**src/rtl/snd_ram.sv**
```systemverilog
// ----------------------------------------------------------------------------
// snd_ram: generic single-write, single-read RAM
// One write port, one read port with registered read data and read enable.
// ----------------------------------------------------------------------------
module snd_ram #(
  parameter int Width = 32,
  parameter int Depth = 16
) (
  input  logic                     clk,
  input  logic                     we,
  input  logic [$clog2(Depth)-1:0] waddr,
  input  logic [Width-1:0]         wdata,
  input  logic                     re,
  input  logic [$clog2(Depth)-1:0] raddr,
  output logic [Width-1:0]         rdata
);

  logic [Width-1:0] mem_r [Depth];
  logic [Width-1:0] rdata_r;

  always_ff @(posedge clk) begin
    if (we) begin
      mem_r[waddr] <= wdata;
    end
    if (re) begin
      rdata_r <= mem_r[raddr];
    end
  end

  assign rdata = rdata_r;

endmodule

```
**config.mk**
```make
export PLATFORM = sky130hd
export DESIGN_NAME = snd_ram
export DESIGN_NICKNAME = d
export VERILOG_FILES = /design/src/rtl/snd_ram.sv
export SDC_FILE = /design/constraint.sdc
export NUM_CORES = 1
export LEC_CHECK = 0
export BUFFER_PORTS_ARGS = -buffer_cell sky130_fd_sc_hd__buf_2
export CAP_MARGIN = 20
export CORE_MARGIN = 10
export CORE_UTILIZATION = 40
export DETAILED_ROUTE_END_ITERATION = 7
export PLACE_DENSITY = 0.55
export SYNTH_ARGS = -nofsm -noshare
export SYNTH_HDL_FRONTEND = slang
export SYNTH_SLANG_ARGS = --single-unit
```
**constraint.sdc**
```tcl
create_clock -name clk -period 4.83 [get_ports clk]
set_input_delay 0.483 -clock clk [delete_from_list [all_inputs] [get_ports clk]]
set_output_delay 0.483 -clock clk [all_outputs]
set_load 0.1 [all_outputs]
```
==> flow_metrics.py <==
metrics = {
    "sta": {
        "hold_violations": 0,
        "period_minus_slack_ns": 2.07,
        "skew_ns": 0.0308,
        "fmax_mhz": 483,
        "setup_viol": 0,
        "period_share": 0.429,
        "tightest_slew_ns": 1.03,
        "grt_setup_unrepaired": "no",
        "whs_ns": 0.253,
        "finalSetupTns_ns": 0,
        "drv_slew": 0,
        "maxSlewHeadroom": 0.312,
    },
    "power": {
        "power_density_nw_per_um2": 433,
        "cellLeakagePower_nw": 7.38,
        "peakVddDrop_mv": 0.266,
    },
    "route": {
        "drc": 0,
        "antenna_left": 0,
        "dr.first_iter.drc_count": 890,
        "num_vias": 9143,
        "dr.pass1.iters": 5,
        "routed_wl_mm": 45.1,
        "via_per_inst": 5.48,
        "wl_per_cell_um": 27.0,
    },
    "clocking": {
        "holdBufCountCts": 0,
        "path_clk_slew_ns": 0.06,
        "ctsResizeCount": 0,
        "cts_sinks": 544,
        "post_cts_buffers": 0,
        "ctsLongestPathBuffers": 3,
        "clock_latency_ns": 0.61,
        "htree_num_levels": 2,
        "cts_inserted_buffers": 55,
        "cts_tree": "yes",
        "clock-root-buffer": "clkbuf_16",
    },
    "run_status": {
        "status": "finished, final reports clean",
    },
    "grt": {
        "grt_pass1_wl_mm": 67.1,
        "grt_pass1_vias": 9809,
        "grt_use_total": 0.152,
        "antenna_found_initial": 5,
        "grt_max_degree": 74,
        "grt_overflow": 0,
    },
    "logic_synthesis": {
        "synth_top_area_share": 0.810,
        "yosys-top-cells-area": "edfxtp_1, mux4_2, a22oi_1",
        "netlist_area_um2": 20200,
        "synth_seq_cells": 544,
        "syn_inst": 838,
        "syn_nets": 881,
        "yosysUniqueCellTypes": 17,
        "postSynthAreaPerCell_um2": 24.1,
        "synth_top_area_cell": "edfxtp_1",
        "ys_warn_count": 0,
        "ys_seq_area_frac": 0.810,
    },
    "floorplanning": {
        "rows": 82,
        "io_pins": 75,
        "start_util": 0.404,
        "die_area_um2": 59800,
        "core_um2": 50000,
        "fp.dieH_um": 245,
        "die-width_um": 245,
    },
    "setup_path": {
        "critPathKind": "in -> reg",
        "worst-endpoint-required_ns": 5.13,
        "startpoint_type": "primary input",
        "arrival_ns": 2.37,
        "crit_buf_inv": 2,
        "cp_cell_sequence": "buf_2 -> or3b_2 -> nor2_4 -> buf_4",
        "crit_slowest_cell": "nor2_4",
        "crit_family": "simple AND/OR/NAND/NOR gates",
        "crit_path_end_kind": "flip-flop",
        "path_max_fanout": 23,
        "cpPeakStageDelay_ns": 0.82,
    },
    "job": {
        "maxCapViolCount": 0,
    },
    "final_layout": {
        "fin_nets": 995,
        "seqCellArea_um2": 16300,
        "layout_commonest_cell": "edfxtp_1",
        "final_cell_mix": "edfxtp_1, mux4_2, buf_2",
        "final_core_util": 0.467,
        "num-fill-cells": 4146,
        "drive_gt1_frac": 0.327,
        "multi_input_area_um2": 3750,
        "area_delta_synth_final_pct": 15.5,
    },
    "placement": {
        "dpl.hpwl_mm": 23.6,
        "place.gp.congestion": 0.704,
        "numPortBuffers": 74,
    },
    "min_path": {
        "min_path_type": "in -> reg",
    },
}
[layout make-up]
type,count,area share
clock inverter,36,0.0133
timing repair buffer,100,0.0274
tap,672,0.0361
antenna,2,0.000215
multi-input combinational,251,0.161
clock buffer,64,0.0614
sequential,544,0.701
[where the power goes]
group	switching (mW)	internal, mW	leakage (nW)
Sequential	0.0291	5.32	4.94
Combinational	0.440	0.185	1.59
Clock	1.75	2.38	0.851
Total	2.22	7.88	7.38
[final timing paths]
check | from | to | slack, ns | cells past startpoint
setup / recovery | waddr[2] | mem_r[3][31]$_DFFE_PP_ | 2.76 | 4
hold reg to reg | mem_r[14][5]$_DFFE_PP_ | rdata[5]$_DFFE_PP_ | 0.74 | 3
setup reg to reg | mem_r[3][30]$_DFFE_PP_ | rdata[30]$_DFFE_PP_ | 3.36 | 3
hold / removal | wdata[13] | mem_r[5][13]$_DFFE_PP_ | 0.25 | 1
[cell usage after synthesis]
cell type  count
nor3_1         4
buf_2          4
buf_4         11
nand2_1       33
a22oi_1       64
nor2b_1        2
or3b_2         1
buf_6          2
and2_1         1
edfxtp_1     544
clkbuf_1      17
nand2b_1       2
nand3b_1       2
mux4_2       128
buf_1          9
nor2_1        13
nand3_1        1
[state kept, by name (all words and copies together) (netlist names)]
name / count
mem_r: 512
rdata: 32
[metal layers]
metal,global-route usage,up-vias,share of wire
met2,0.236,296,0.47
met3,0.0361,66,0.068
met4,0.0387,6,0.017
met5,0,-,0.00095
li1,-,3843,-
met1,0.214,4932,0.44
[worst register-to-register path, delay by kind of cell (launching register included)]
family / cells / cell delay [ns]
mux: 1 / 0.47
flops: 1 / 0.37
simple gates: 1 / 0.16
compound gates: 1 / 0.18
[cells by family after synthesis]
| family | after synthesis | synth area share |
|---|---|---|
| DFF | 544 | 0.810 |
| muxes | 128 | 0.143 |
| AOI/OAI and AO/OA | 64 | 0.0238 |
| and+or+nand+nor | 59 | 0.0125 |
| buffers and inverters | 43 | 0.0110 |
[through the flow]
stage	setup WS, ns	std cells	cell area (um^2)	power [mW]
6_report	2.76	1669	23300	10.1
5_1_grt	2.60	1668	23300	10.4
4_1_cts	2.73	1666	23300	10.2
3_5_place_dp	2.10	1566	21500	6.08
3_3_place_gp	2.11	1566	21500	6.08
2_1_floorplan	1.17	838	20200	5.86
Power figures use the tool's default switching activity.
