==> src/rtl/snd_pkg.sv <==
// ----------------------------------------------------------------------------
// snd_pkg: shared constants and types for the 2D simplex noise pipeline
// Register codes, reset values, stage counts and the gradient record.
// ----------------------------------------------------------------------------
package snd_pkg;

  localparam int DIR_COUNT_DEF = 16;

  localparam logic [31:0] HASH_MUL = 32'd22695477;

  localparam logic [15:0] SKEW_RST   = 16'd23984;
  localparam logic [15:0] UNSKEW_RST = 16'd13849;

  localparam int CFG_IDX_W = 1;
  localparam logic [CFG_IDX_W-1:0] REG_SKEW   = 1'b0;
  localparam logic [CFG_IDX_W-1:0] REG_UNSKEW = 1'b1;

  localparam logic [32:0] HALF_Q32 = 33'h0_8000_0000;

  // sample tokens live in S1..S15, load tokens in S1..S11 (table write stage)
  localparam int SMP_STAGES = 15;
  localparam int LD_STAGES  = 11;
  localparam int AI_DELAY   = 5;

  // per-corner delay lines: offsets S5..S12, falloff S9..S14
  localparam int DX_DELAY = 8;
  localparam int M4_DELAY = 6;

  localparam int CORNERS = 3;

  typedef struct packed {
    logic signed [15:0] gy;
    logic signed [15:0] gx;
  } grad_t;

endpackage

==> src/rtl/snd_hash.sv <==
// ----------------------------------------------------------------------------
// snd_hash: lattice hash, four register stages
// Linear congruential step mod 2^32, read as signed, reduced mod DirCount
// by reciprocal multiply with one correction step.
// ----------------------------------------------------------------------------
module snd_hash #(
  parameter int DirCount = snd_pkg::DIR_COUNT_DEF
) (
  input  logic                        clk,
  input  logic                        en,
  input  logic [31:0]                 key_i,
  output logic [$clog2(DirCount)-1:0] hash_o
);

  localparam int IdxW = $clog2(DirCount);
  localparam int RemW = IdxW + 1;
  localparam logic [32:0] Recip = 33'((65'd1 << (32 + IdxW)) / DirCount);
  localparam logic [RemW-1:0] NumR  = RemW'(DirCount);
  localparam logic [RemW-1:0] WrapC = RemW'((64'd1 << 32) % DirCount);

  logic [31:0]     w_r, w_nxt;
  logic [31:0]     w2_r;
  logic [31:0]     q_r, q_nxt;
  logic [64:0]     prod;
  logic [RemW-1:0] rem_r, rem_nxt;
  logic            neg_r;
  logic [RemW-1:0] red;
  logic [IdxW-1:0] hash_r, hash_nxt;

  assign w_nxt   = key_i * snd_pkg::HASH_MUL + 32'd1;
  assign prod    = 65'(w_r) * 65'(Recip);
  assign q_nxt   = 32'(prod >> (32 + IdxW));
  assign rem_nxt = RemW'(w2_r - q_r * 32'(DirCount));
  assign red     = (rem_r >= NumR) ? rem_r - NumR : rem_r;

  always_comb begin
    if (!neg_r) begin
      hash_nxt = IdxW'(red);
    end else if (red >= WrapC) begin
      hash_nxt = IdxW'(red - WrapC);
    end else begin
      hash_nxt = IdxW'(red + NumR - WrapC);
    end
  end

  always_ff @(posedge clk) begin
    if (en) begin
      w_r    <= w_nxt;
      w2_r   <= w_r;
      q_r    <= q_nxt;
      rem_r  <= rem_nxt;
      neg_r  <= w2_r[31];
      hash_r <= hash_nxt;
    end
  end

  assign hash_o = hash_r;

endmodule

==> config.mk <==
export PLATFORM = sky130hd
export DESIGN_NAME = snd_hash
export DESIGN_NICKNAME = d
export VERILOG_FILES = /design/src/rtl/snd_pkg.sv /design/src/rtl/snd_hash.sv
export SDC_FILE = /design/constraint.sdc
export NUM_CORES = 1
export LEC_CHECK = 0
export ABC_AREA = 0
export ABC_CLOCK_PERIOD_IN_PS = 1300
export BUFFER_PORTS_ARGS = -buffer_cell sky130_fd_sc_hd__clkbuf_2
export CORE_UTILIZATION = 38
export CTS_CLUSTER_SIZE = 24
export DETAILED_ROUTE_END_ITERATION = 16
export GPL_ROUTABILITY_DRIVEN = 1
export GPL_TIMING_DRIVEN = 0
export HOLD_SLACK_MARGIN = 0.06
export PLACE_DENSITY_LB_ADDON = 0.3
export SLEW_MARGIN = 10
export SYNTH_ARGS = -nofsm -noshare
export SYNTH_HDL_FRONTEND = slang
export SYNTH_SLANG_ARGS = --single-unit
==> constraint.sdc <==
create_clock -name clk -period 1.3 [get_ports clk]
set_input_delay 0.13 -clock clk [delete_from_list [all_inputs] [get_ports clk]]
set_output_delay 0.13 -clock clk [all_outputs]
set_load 0.01 [all_outputs]
==> flow_summary.toml, run 1 <==
[clock_tree]
cts_tree = "built"
cts_hold_buf = 0
clockRootBuffer = "clkbuf_4"
cts.repair.resized = 0
clk_pin_slew_worst_paths_ns = 0.08
h-tree-depth = 1
post_cts_buffers = 0
cts.sink_count = 16
clock_latency_ns = 0.27
cts_buffers = 3
clk_path_buf_depth = 2

[sta]
setup_violations = 0
worst_slew_pin_slew_ns = 0.389
final_max_slew_viol_count = 0
finalHoldViolCount = 0
skew_ns = 0.00257
fmax_ghz = 0.978
rsz0062_at_grt = "no"
final.min_clock_period_ns = 1.02
relSlewSlack_pct = 74.1
finalCritPeriodShare_pct = 78.7

[worst_setup_path]
cp_common_cell = "ha_1"
cp_cell_sequence = "clkbuf_2, ha_1, ha_1, xor2_1, xnor2_1"
path_buf_inv = 1
worstSetupEndpointType = "flop"
critPathMaxFanout = 3
cp_data_required_time_ns = 1.33
critical_path_class = "primary input to flop"
arrival_ns = 1.05
cp_slowest_cell = "ha_1"
cp_top_family = "adder cells"
startpoint_type = "primary input"
max_stage_delay_ns = 0.30

[power]
comb_power_share_pct = 5.6
p_sw_share_pct = 18.4
p_seq_share_pct = 68.8
power_frac_clock_pct = 25.7
ir_drop_v = 0.000571
p_per_area_nw_per_um2 = 1450
power_switching_mw = 0.170
power.internal_mw = 0.751
leakagePower_nw = 0.248

[grt]
grt.overflow.total = 0
grt_pass1_wl_um = 986
grt_pass1_vias = 240
antenna_found_initial = 0
grt_max_degree = 17
track_usage_pct = 9.94

[floorplanning]
die_w_um = 40.0
fp.coreArea_um2 = 1320
start_util_pct = 41.6
rows = 13
dieArea_um2 = 1600
ios = 38
chipHeight_um = 40.0

[synthesis]
yosysSeqAreaShare_pct = 87.7
synth_largest_area_cell = "edfxtp_1"
yosys.area.top_type_share_pct = 87.7
avgSynthCellArea_um2 = 23.8
synth_warnings = 0
synth_seq_cells = 16
netlist_area_um2 = 548
syn_inst = 23
synthTopCellsByArea = "edfxtp_1 (88%), ha_1 (6.8%), xnor2_1 (3.2%)"
synthDistinctLibCells = 5
syn-num-nets = 60

[routing]
ant_nets = 0
wl_per_cell_um = 13.0
drc = 0
viasPerCell = 4.76
dr.first_iter.drc_count = 4
first_pass_iters = 3
wirelength_um = 652
num_vias = 238

[cells_and_area]
layout.nets = 74
area_growth_pct = 15.8
drive_above_1_share_pct = 34.3
final_cells = 50
postLayoutCoreUtil_pct = 48.1
antennaDiodeCount = 0

[placement]
place_congestion = 0.632
port_buffers = 9
place_inst = 47
hpwl_um = 479

[run]
max-cap-violations = 0

[outcome]
status = "completed"

[hold_path]
hp-class = "primary input to flop"
[layer usage]
metal	wire length (um)	track usage, %
met1	257	12.7
met5	0	0
met4	0	5.17
met3	40	1.67
met2	354	16.1
[cells by family (layout without fill, tap and decap cells)]
family	after synthesis	in the layout	synth area share (%)
xor gates and xnor gates	3	3	4.80
buffers and inverters	1	13	0.684
DFF	16	16	87.7
adders and majority gates	3	3	6.85
[stage by stage]
| step | setup WS (ns) | total power [mW] | instance area (um2) | TNS (ns) | hold slack (ns) |
|---|---|---|---|---|---|
| after global routing | 0.226 | 0.960 | 634 | 0 | 0.123 |
| final | 0.277 | 0.921 | 634 | 0 | 0.117 |
| after global placement | 0.0354 | 0.690 | 612 | 0 | 0.391 |
| after CTS | 0.273 | 0.932 | 634 | 0 | 0.115 |
| after floorplan | 0.183 | 0.663 | 548 | 0 | 0.242 |
| after detailed placement | -0.0142 | 0.699 | 612 | -0.0142 | 0.403 |
[cell usage in the layout (no fill, tap or decap)]
cell type / count
edfxtp_1: 16
clkbuf_2: 9
ha_1: 3
clkbuf_4: 3
xnor2_1: 2
inv_1: 1
xor2_1: 1
[cell usage after synthesis]
cell      count
xnor2_1       2
xor2_1        1
inv_1         1
edfxtp_1     16
ha_1          3
[sequential cells by signal, indices dropped and copies added, names as in the netlist]
name / flops
hash_o: 4
rem_r: 4
w2_r: 4
w_r: 4
[path summary, 6_finish.rpt]
check | to | start | cells after the start | slack, ns
worst max-delay path | w_r[3] | key_i[0] | 5 | 0.28
worst min-delay path | w_r[0] | key_i[0] | 2 | 0.12
worst max register to register | hash_o[2] | rem_r[2] | 0 | 0.66
worst min register to register | w2_r[2] | w_r[2] | 0 | 0.43
[power groups by stage]
stage | Sequential [mW] | Combinational [mW] | Clock, mW
after floorplan | 0.645 | 0.0180 | 0
after global placement | 0.642 | 0.0480 | 0
after detailed placement | 0.647 | 0.0520 | 0
after CTS | 0.635 | 0.0523 | 0.245
after global routing | 0.640 | 0.0583 | 0.262
final | 0.633 | 0.0513 | 0.236
[cell type report]
class / instances / area, um2
inverter: 1 / 3.75
tap: 15 / 18.8
multi-input combinational: 6 / 63.8
sequential: 16 / 480
fill: 114 / 683
clock buffer: 3 / 22.5
timing repair buffer: 9 / 45.0
No activity file was read; power rests on OpenSTA's default activity.
==> run 2, diff against run 1 <==
ABC_AREA = 1   (was 0)
ABC_CLOCK_PERIOD_IN_PS = 970   (was 1300)
CORE_UTILIZATION = 39   (was 38)
clock period = 0.97 ns   (was 1.3 ns; I/O delays follow)
==> run 2 against run 1 <==
Against the previous run:
- final cell count is 28% higher
- clock skew increased by 0.0027 ns
- clock power grew 36%
- worst hold slack got worse by 0.0019 ns
- synthesized cell count rose by 61%
- area after synthesis is 7.8% higher
- core utilization increased by 3.8 points
- critical endpoint is now hash_o[0]
- largest cell class unchanged
- register-to-register slack got worse by 0.33 ns
- wire length is 23% higher
==> flow_summary.toml, run 2 <==
[outcome]
status = "completed"

[routing]
wl_per_cell_um = 12.6
wirelength_um = 804
drc = 0
ant_nets = 0
first_pass_iters = 2
dr.first_iter.drc_count = 3
num_vias = 302
viasPerCell = 4.72

[clock_tree]
post_cts_buffers = 0
clk_path_buf_depth = 2
cts_buffers = 3
cts.repair.resized = 0
cts_tree = "built"
cts_hold_buf = 0
clockRootBuffer = "clkbuf_4"
clock_latency_ns = 0.27
h-tree-depth = 1
clk_pin_slew_worst_paths_ns = 0.08
cts.sink_count = 16

[power]
power_switching_mw = 0.246
power.internal_mw = 1.01
ir_drop_v = 0.000815
total_power_mw = 1.26
p_seq_share_pct = 67.0
p_sw_share_pct = 19.5
leakagePower_nw = 0.287
p_per_area_nw_per_um2 = 1790
power_frac_clock_pct = 25.4
comb_power_share_pct = 7.7

[synthesis]
yosysSeqAreaShare_pct = 81.4
yosys.area.top_type_share_pct = 81.4
synth_warnings = 0
synthArstFlopShare_pct = 0
syn-num-nets = 74
synth-main-ff-cell = "edfxtp_1"
synth_seq_cells = 16
synthDistinctLibCells = 5
avgSynthCellArea_um2 = 16.0
syn_inst = 37
synth_largest_area_cell = "edfxtp_1"
netlist_area_um2 = 591
synth_common_cells = "edfxtp_1 (16), nand2_1 (12), inv_1 (5)"
synthTopCellsByArea = "edfxtp_1 (81%), nand2_1 (7.6%), ha_1 (6.4%)"
synth_edf_count = 16
yosysMostFrequentCell = "edfxtp_1"

[worst_setup_path]
cp-endpoint = "hash_o[0]"
critPathLaunch = "hash_o[0]"
cp_cell_sequence = "clkbuf_2"
r2r_cells = 0
cp.depth = 1
startpoint_type = "flop"
cp_slowest_cell = "edfxtp_1"
cp_data_required_time_ns = 0.87
path_buf_inv = 1
critical_path_class = "flop to output pin"
r2r_end = "w2_r[3]"
critPathMaxFanout = 1
r2r_slack_ns = 0.33
worstSetupEndpointType = "output pin"
cp_top_family = "flip-flops"
crit-reg2reg-launch = "w_r[3]"
arrival_ns = 0.79
max_stage_delay_ns = 0.38

[floorplanning]
die_w_um = 40.9
fp.coreArea_um2 = 1350
start_util_pct = 43.7
dieArea_um2 = 1670
ios = 38
rows = 13
chipHeight_um = 40.9

[run]
max-cap-violations = 0

[cells_and_area]
layout_commonest_cell = "edfxtp_1"
finish.instance_area_um2 = 702
final_cell_mix = "edfxtp_1 (16), nand2_1 (12), clkbuf_2 (9)"
postLayoutCoreUtil_pct = 52.0
drive_above_1_share_pct = 28.6
area_growth_pct = 18.9
final_cells = 64
antennaDiodeCount = 0
layout.nets = 88

[hold_path]
hp-class = "primary input to flop"

[placement]
preCtsSetupSlack_ns = -0.199
hpwl_um = 621
port_buffers = 9
place_congestion = 0.719
place_inst = 61
dpl_cell_area_um2 = 679

[sta]
fin_ws_ns = 0.0870
finalCritPeriodShare_pct = 91.0
worst_slew_pin_slew_ns = 0.382
final.min_clock_period_ns = 0.883
rsz0062_at_grt = "no"
relSlewSlack_pct = 74.5
fmax_ghz = 1.13
finalHoldViolCount = 0
skew_ns = 0.00529
fin_tns_setup_ns = 0
timing.hold.ws_ns = 0.115
final_max_slew_viol_count = 0
setup_violations = 0

[grt]
grt_pass1_vias = 285
grt.overflow.total = 0
grt_max_degree = 17
grt_pass1_wl_um = 1200
track_usage_pct = 12.1
antenna_found_initial = 0
[run 2: cell count changes in the layout (fill, tap and decap cells not counted)]
cell	delta
ha_4	+2
nand2_1	+12
ha_1	-2
inv_1	+4
xor2_1	-1
xnor2_1	-1
[run 2: cell families after synthesis]
kind of cell / count (synthesis) / share of synthesized area [%]
xor+xnor: 1 / 1.48
fa+ha+maj: 3 / 6.36
buf+inv: 5 / 3.18
flops: 16 / 81.4
simple gates: 12 / 7.63
[run 2: worst min path at each step]
stage	from	end	slack, ns	cells after the start
6_report	key_i[0]	w_r[0]	0.12	2
3_3_place_gp	key_i[0]	w_r[0]	0.39	2
2_1_floorplan	en	hash_o[0]	0.21	0
4_1_cts	key_i[0]	w_r[0]	0.12	2
5_1_grt	key_i[0]	w_r[0]	0.13	2
3_5_place_dp	key_i[0]	w_r[0]	0.40	2
[run 2: power by group through the flow]
stage	Combinational, mW	Clock, mW	Sequential (mW)
after CTS	0.0985	0.323	0.844
after global placement	0.0878	0	0.854
after floorplan	0.0434	0	0.859
after global routing	0.110	0.359	0.848
final	0.0964	0.320	0.843
after detailed placement	0.0982	0	0.860
[run 2: final cells by class]
cell class | instances | area, um2
clock buffers | 3 | 22.5
fillers | 122 | 648
inverters | 5 | 18.8
multi-input cells | 16 | 116
flip-flops and latches | 16 | 480
well taps | 15 | 18.8
repair buffers | 9 | 45.0
[run 2: routing by layer]
layer  part of all wire (%)  track usage (%)  routed length [um]  vias to the layer above
met5                      0                0                   0                        -
li1                       -                -                   -                      151
met4                      0             2.50                   0                        0
met2                     54             23.0                 436                       10
met3                    5.7             4.89                  46                        0
met1                     40             11.9                 321                      141
==> run 3, diff against run 2 <==
RECOVER_POWER = 100   (was unset)
==> run 3 against run 2 <==
Against the previous run:
- largest cell class unchanged
- critical endpoint unchanged
- sequential share of layout area is 0.49 points higher
- sequential cell count stayed put
- core utilization is 0.37 points lower
- total power is 0.18% lower
- register-to-register slack hardly changed
- global-route usage stayed put
- critical path depth stayed put
- worst hold slack stayed put
- setup slack hardly changed
- clock-buffer cell count stayed put
==> flow_summary.toml, run 3 (synthesized netlist as in run 2, its figures left out) <==
[cells_and_area]
area_growth_pct = 18.0
postLayoutCoreUtil_pct = 51.6
final_cells = 64
finish.instance_area_um2 = 697
antennaDiodeCount = 0
drive_above_1_share_pct = 20.4
layout_commonest_cell = "edfxtp_1"
final_cell_mix = "edfxtp_1 (16), nand2_1 (12), inv_1 (5), clkbuf_2 (5), clkbuf_1 (4)"
layout.nets = 88
fill_cells = 126

[clock_tree]
clk_pin_slew_worst_paths_ns = 0.08
clk_path_buf_depth = 2
cts.repair.resized = 0
cts_hold_buf = 0
cts_buffers = 3
post_cts_buffers = 0
cts.sink_count = 16
h-tree-depth = 1
cts_tree = "built"
clockRootBuffer = "clkbuf_4"
clock_latency_ns = 0.27

[floorplanning]
chipHeight_um = 40.9
rows = 13
fp.coreArea_um2 = 1350
ios = 38
start_util_pct = 43.7
dieArea_um2 = 1670
die_w_um = 40.9

[power]
total_power_mw = 1.26
ir_drop_v = 0.000814
leakagePower_nw = 0.275
p_per_area_nw_per_um2 = 1800

[run]
max-cap-violations = 0

[sta]
finalCritPeriodShare_pct = 91.1
relSlewSlack_pct = 74.5
timing.hold.ws_ns = 0.115
setup_violations = 0
fmax_ghz = 1.13
finalHoldViolCount = 0
fin_ws_ns = 0.0865
final_max_slew_viol_count = 0
fin_tns_setup_ns = 0
final.min_clock_period_ns = 0.883
rsz0062_at_grt = "no"
worst_slew_pin_slew_ns = 0.382
skew_ns = 0.00529

[grt]
antenna_found_initial = 0
grt.overflow.total = 0
grt_max_degree = 17
track_usage_pct = 12.1
grt_pass1_vias = 285
grt_pass1_wl_um = 1200

[routing]
num_vias = 302
dr.first_iter.drc_count = 3
ant_nets = 0
wl_per_cell_um = 12.7
drc = 0
first_pass_iters = 2
wirelength_um = 812
viasPerCell = 4.72

[placement]
dpl_cell_area_um2 = 679
place_congestion = 0.719
place_inst = 61
hpwl_um = 621
preCtsSetupSlack_ns = -0.199
port_buffers = 9

[worst_setup_path]
max_stage_delay_ns = 0.38
critical_path_class = "flop to output pin"
cp_cell_sequence = "clkbuf_1"
worstSetupEndpointType = "output pin"
cp_data_required_time_ns = 0.87
cp_slowest_cell = "edfxtp_1"
cp_top_family = "flip-flops"
critPathMaxFanout = 1
path_buf_inv = 1
arrival_ns = 0.79
startpoint_type = "flop"

[outcome]
status = "completed"

[hold_path]
hp-class = "primary input to flop"
-- run 3: path summary, 6_finish.rpt --
path              cells after the start  slack, ns         to       from
setup / recovery                      1       0.09  hash_o[0]  hash_o[0]
hold / removal                        2       0.12     w_r[0]   key_i[0]
setup reg to reg                      0       0.33    w2_r[3]     w_r[3]
hold reg to reg                       0       0.43   rem_r[1]    w2_r[1]
-- run 3: final cells by class --
type,count,area [um2],share of cell area [%]
multi-input combinational,16,116,16.7
timing repair buffer,9,40.0,5.75
clock buffer,3,22.5,3.23
tap,15,18.8,2.69
sequential,16,480,68.9
inverter,5,18.8,2.69
-- run 3: report_power, final --
part / internal [mW] / switching, mW
clock: 0.143 / 0.176
sequential: 0.829 / 0.0142
combinational: 0.0382 / 0.0559
-- run 3: layer usage --
layer / share of wire (%) / up-vias / track usage (%)
met2: 54 / 10 / 23.0
met5: 0 / - / 0
met1: 40 / 141 / 11.9
met3: 6.2 / 0 / 4.89
met4: 0 / 0 / 2.50
li1: - / 151 / -
